==> src/rtl/rsc_pkg.sv <==
// Shared types, constants and helpers for the Rabbit stream cipher block.
`default_nettype none
package rsc_pkg;

	localparam int unsigned NUM_WORDS = 8;
	localparam int unsigned WORD_W = 32;
	localparam int unsigned BLOCK_W = 128;
	localparam int unsigned REG_W = 64;

	// step counter: 0..7 counter/sum per word, 1..8 squaring, 9 state combine
	localparam logic [3:0] STEP_LAST = 4'd9;
	localparam logic [1:0] SETUP_LAST = 2'd3;

	localparam logic [31:0] CTR_A = 32'h4d34d34d;
	localparam logic [31:0] CTR_B = 32'hd34d34d3;
	localparam logic [31:0] CTR_C = 32'h34d34d34;
	localparam logic [31:0] IV_HI_MASK = 32'hffff0000;

	typedef enum logic [2:0] {
		ST_IDLE,
		ST_KEY,
		ST_ITER,
		ST_FIX,
		ST_OUT
	} fsm_t;

	typedef enum logic [1:0] {
		PH_KEY,
		PH_IV,
		PH_RUN
	} phase_t;

	typedef enum logic [1:0] {
		REG_KEY_LOW,
		REG_KEY_HIGH,
		REG_IV_VALUE,
		REG_IV_ENABLE
	} cfg_reg_t;

	typedef struct packed {
		logic load_key;
		logic fix_ctr;
		logic run;
		logic load_out;
	} ctl_t;

	function automatic logic [31:0] ctr_const(input logic [2:0] idx);
		logic [31:0] c;
		unique case (idx)
			3'd0, 3'd3, 3'd6: c = CTR_A;
			3'd1, 3'd4, 3'd7: c = CTR_B;
			default:          c = CTR_C;
		endcase
		return c;
	endfunction

	function automatic logic [31:0] rotl16(input logic [31:0] v);
		return {v[15:0], v[31:16]};
	endfunction

	function automatic logic [31:0] rotl8(input logic [31:0] v);
		return {v[23:0], v[31:24]};
	endfunction

endpackage
`default_nettype wire

==> src/rtl/rsc_gsq.sv <==
// Rabbit g-function: 32-bit square folded as high half XOR low half.
`default_nettype none
module rsc_gsq (
	input  wire logic [rsc_pkg::WORD_W-1:0] sum,
	output logic      [rsc_pkg::WORD_W-1:0] g
);
	import rsc_pkg::*;

	logic [2*WORD_W-1:0] sq;

	assign sq = {{WORD_W{1'b0}}, sum} * {{WORD_W{1'b0}}, sum};
	assign g = sq[2*WORD_W-1:WORD_W] ^ sq[WORD_W-1:0];

endmodule
`default_nettype wire

==> config.mk <==
export PLATFORM = sky130hd
export DESIGN_NAME = rsc_gsq
export DESIGN_NICKNAME = d
export VERILOG_FILES = /design/src/rtl/rsc_pkg.sv /design/src/rtl/rsc_gsq.sv
export SDC_FILE = /design/constraint.sdc
export NUM_CORES = 2
export LEC_CHECK = 0
export BUFFER_PORTS_ARGS = -buffer_cell sky130_fd_sc_hd__buf_2
export CAP_MARGIN = 25
export CORE_UTILIZATION = 30
export DETAILED_ROUTE_END_ITERATION = 7
export PLACE_DENSITY = 0.52
export SETUP_SLACK_MARGIN = 0.5
export SLEW_MARGIN = 20
export SYNTH_ARGS = -nofsm -noshare
export SYNTH_HDL_FRONTEND = slang
export SYNTH_SLANG_ARGS = --single-unit
export TNS_END_PERCENT = 10
==> constraint.sdc <==
create_clock -name vclk -period 17.75
set_input_delay 1.775 -clock vclk [all_inputs]
set_output_delay 1.775 -clock vclk [all_outputs]
set_load 0.01 [all_outputs]
==> results.tsv <==
stage	metric	value	unit
grt	grt total ovfl	0	
timing	RSZ-0062 raised after global routing	false	
grt	Tot GR Track Use	0.1793	
cells_and_area	share of layout cells above drive strength 1	0.03640	
logic_synthesis	Post-Synthesis Net Count	4378	
hold_path	HP Class	primary input to output pin	
route	DRC	0	
cells_and_area	post-layout util	0.3202	
route	via count	20630	
floorplanning	CORE AREA	98560	sq um
logic_synthesis	post-synthesis sequential area ratio	0	
timing	Final Cycle Share	0.6875	
status	status	finished clean	
timing	Final Critical Period	12200	ps
placed_design	hpwl dp	72.42	mm
cells_and_area	most common cell after layout, fill and taps aside	inv_1	
clock_network	Post-CTS Hold Buffers	0	
route	Wirelength per Cell	19.45	um
cells_and_area	fin nets	4341	
clock_network	setup repair bufs after CTS	0	
floorplanning	die height	317.9	um
logic_synthesis	post-synth cell types	66	
route	DR pass1 iterations	5	
route	final wirelength	87.57	mm
critical_path	worst path arrival time	10430	ps
logic_synthesis	Mapped Area	29930	sq um
timing	actual slew at the worst max-slew pin	1038	ps
grt	largest net degree at the start of global routing	40	
timing	Max Freq	0.08195	GHz
cells_and_area	CLK BUF	0	
placed_design	Final GP Congestion	0.9492	
timing	final setup vio count	0	
cells_and_area	area grow syn2layout	5.430	%
run	maxcap violations	0	
placed_design	Port Buf Inserts	64	
cells_and_area	most frequent cells in the layout	inv_1, fa_1, ha_1	
critical_path	crit path max fanout	36	
critical_path	CP bufs+invs	6	
logic_synthesis	Cells after Synth	3253	
floorplanning	Die X	317.9	um
logic_synthesis	yosys warns	0	
cells_and_area	FF+latch count	0	
critical_path	startpoint types	primary input	
floorplanning	Initial Util	0.3037	
grt	number of global-route vias before repair	23130	
cells_and_area	register area	0	sq um
timing	Hold Vio Cnt, Final	0	
timing	Rel. slew slack	0.3081	
critical_path	CP dominant cell by count	fa_1	
timing	max-slew violations	0	
route	Via density	4.584	
timing	setup TNS	0	ps
route	Final ANT Viol Nets	0	
critical_path	Worst Setup End Kind	output pin	
critical_path	crit-path max cell delay	760	ps
route	1st-iter DRT viols	1249	
grt	initial antenna violation count	0	
cells_and_area	ant diodes	0	
grt	first-pass GRT wire length	138.8	mm
logic_synthesis	Mapped Avg Cell Area	9.201	sq um
clock_network	post-cts resize count	0	
critical_path	crit path kind	primary input to output pin	
critical_path	Worst Path Required	15970	ps
floorplanning	IO Pins	64	
floorplanning	die area	101000	sq um
floorplanning	# rows	115	
critical_path	critical path's slowest cell	buf_2	
critical_path	crit-path leading delay family	adder cells	
[layer usage]
layer | GRT usage | wire length, um | vias up
met1 | 0.2568 | 39810 | 10670
met3 | 0.02184 | 5208 | 52
met4 | 0.02255 | 1379 | 0
li1 | - | - | 9371
met2 | 0.2962 | 41160 | 540
met5 | 0 | 0 | -
[final timing paths]
kind | startpoint | end | slack (ps) | cells past startpoint
max | sum[4] | g[8] | 5550 | 27
min | sum[0] | g[0] | 4610 | 5
[kinds of logic after synthesis]
| logic type | count (synthesis) | share of synthesized area |
|---|---|---|
| mux | 3 | 0.001045 |
| buf+inv | 1096 | 0.1375 |
| simple gates | 669 | 0.1094 |
| compound gates | 258 | 0.05727 |
| xor+xnor | 134 | 0.03921 |
| fa+ha+maj | 1093 | 0.6555 |
[area by class of cell]
cell class	instances	area (sq um)
timing repair buffer	86	485.5
fill	10330	67010
multi-input combinational	2157	25820
tap	1287	1610
inverter	971	3645
[through the flow]
| step | setup WS [ps] | std cells | hold WS (ps) | instance area [sq um] |
|---|---|---|---|---|
| after floorplan | 7406 | 3253 | 3834 | 29930 |
| after global placement | 5558 | 4501 | 4570 | 31560 |
| after detailed placement | 5538 | 4501 | 4577 | 31560 |
| after CTS | 5526 | 4501 | 4579 | 31560 |
| after global routing | 5170 | 4501 | 4618 | 31560 |
| final | 5547 | 4501 | 4608 | 31560 |
[cells in the mapped netlist (all sizes together) (2+ instances only)]
library cell / n / share of area
inv: 970 / 0.12
fa: 792 / 0.53
ha: 301 / 0.13
nand2: 298 / 0.037
and2: 231 / 0.048
clkbuf: 122 / 0.015
xnor2: 93 / 0.027
a21oi: 83 / 0.014
nor2: 65 / 0.0082
a21o: 42 / 0.011
xor2: 41 / 0.012
o21ai: 40 / 0.0067
nand4: 18 / 0.0038
a31oi: 14 / 0.0029
o21bai: 14 / 0.0035
a31o: 13 / 0.0038
nand3: 12 / 0.0020
nor2b: 8 / 0.0017
o21a: 8 / 0.0020
nor3: 7 / 0.0013
or2: 7 / 0.0015
and3: 5 / 0.0010
nand2b: 5 / 0.0010
o31ai: 5 / 0.0013
a211oi: 4 / 0.0010
o31a: 4 / 0.0012
a21boi: 3 / 0.00075
a22oi: 3 / 0.00075
a41oi: 3 / 0.00088
buf: 3 / 0.00042
nor3b: 3 / 0.00075
nor4: 3 / 0.00063
o2111ai: 3 / 0.0011
o211ai: 3 / 0.00075
a2111oi: 2 / 0.0012
a311oi: 2 / 0.00059
and4: 2 / 0.00063
mux2i: 2 / 0.00067
nor4b: 2 / 0.00059
[tightest hold or removal path: stages]
cell	delay [ps]
buf_2	100
buf_4	270
xor2_1	260
xnor2_1	200
buf_2	200
Power is left out: the tool's default activity adds up to more than one toggle a clock period on the data nets, which glitch-free logic cannot reach.
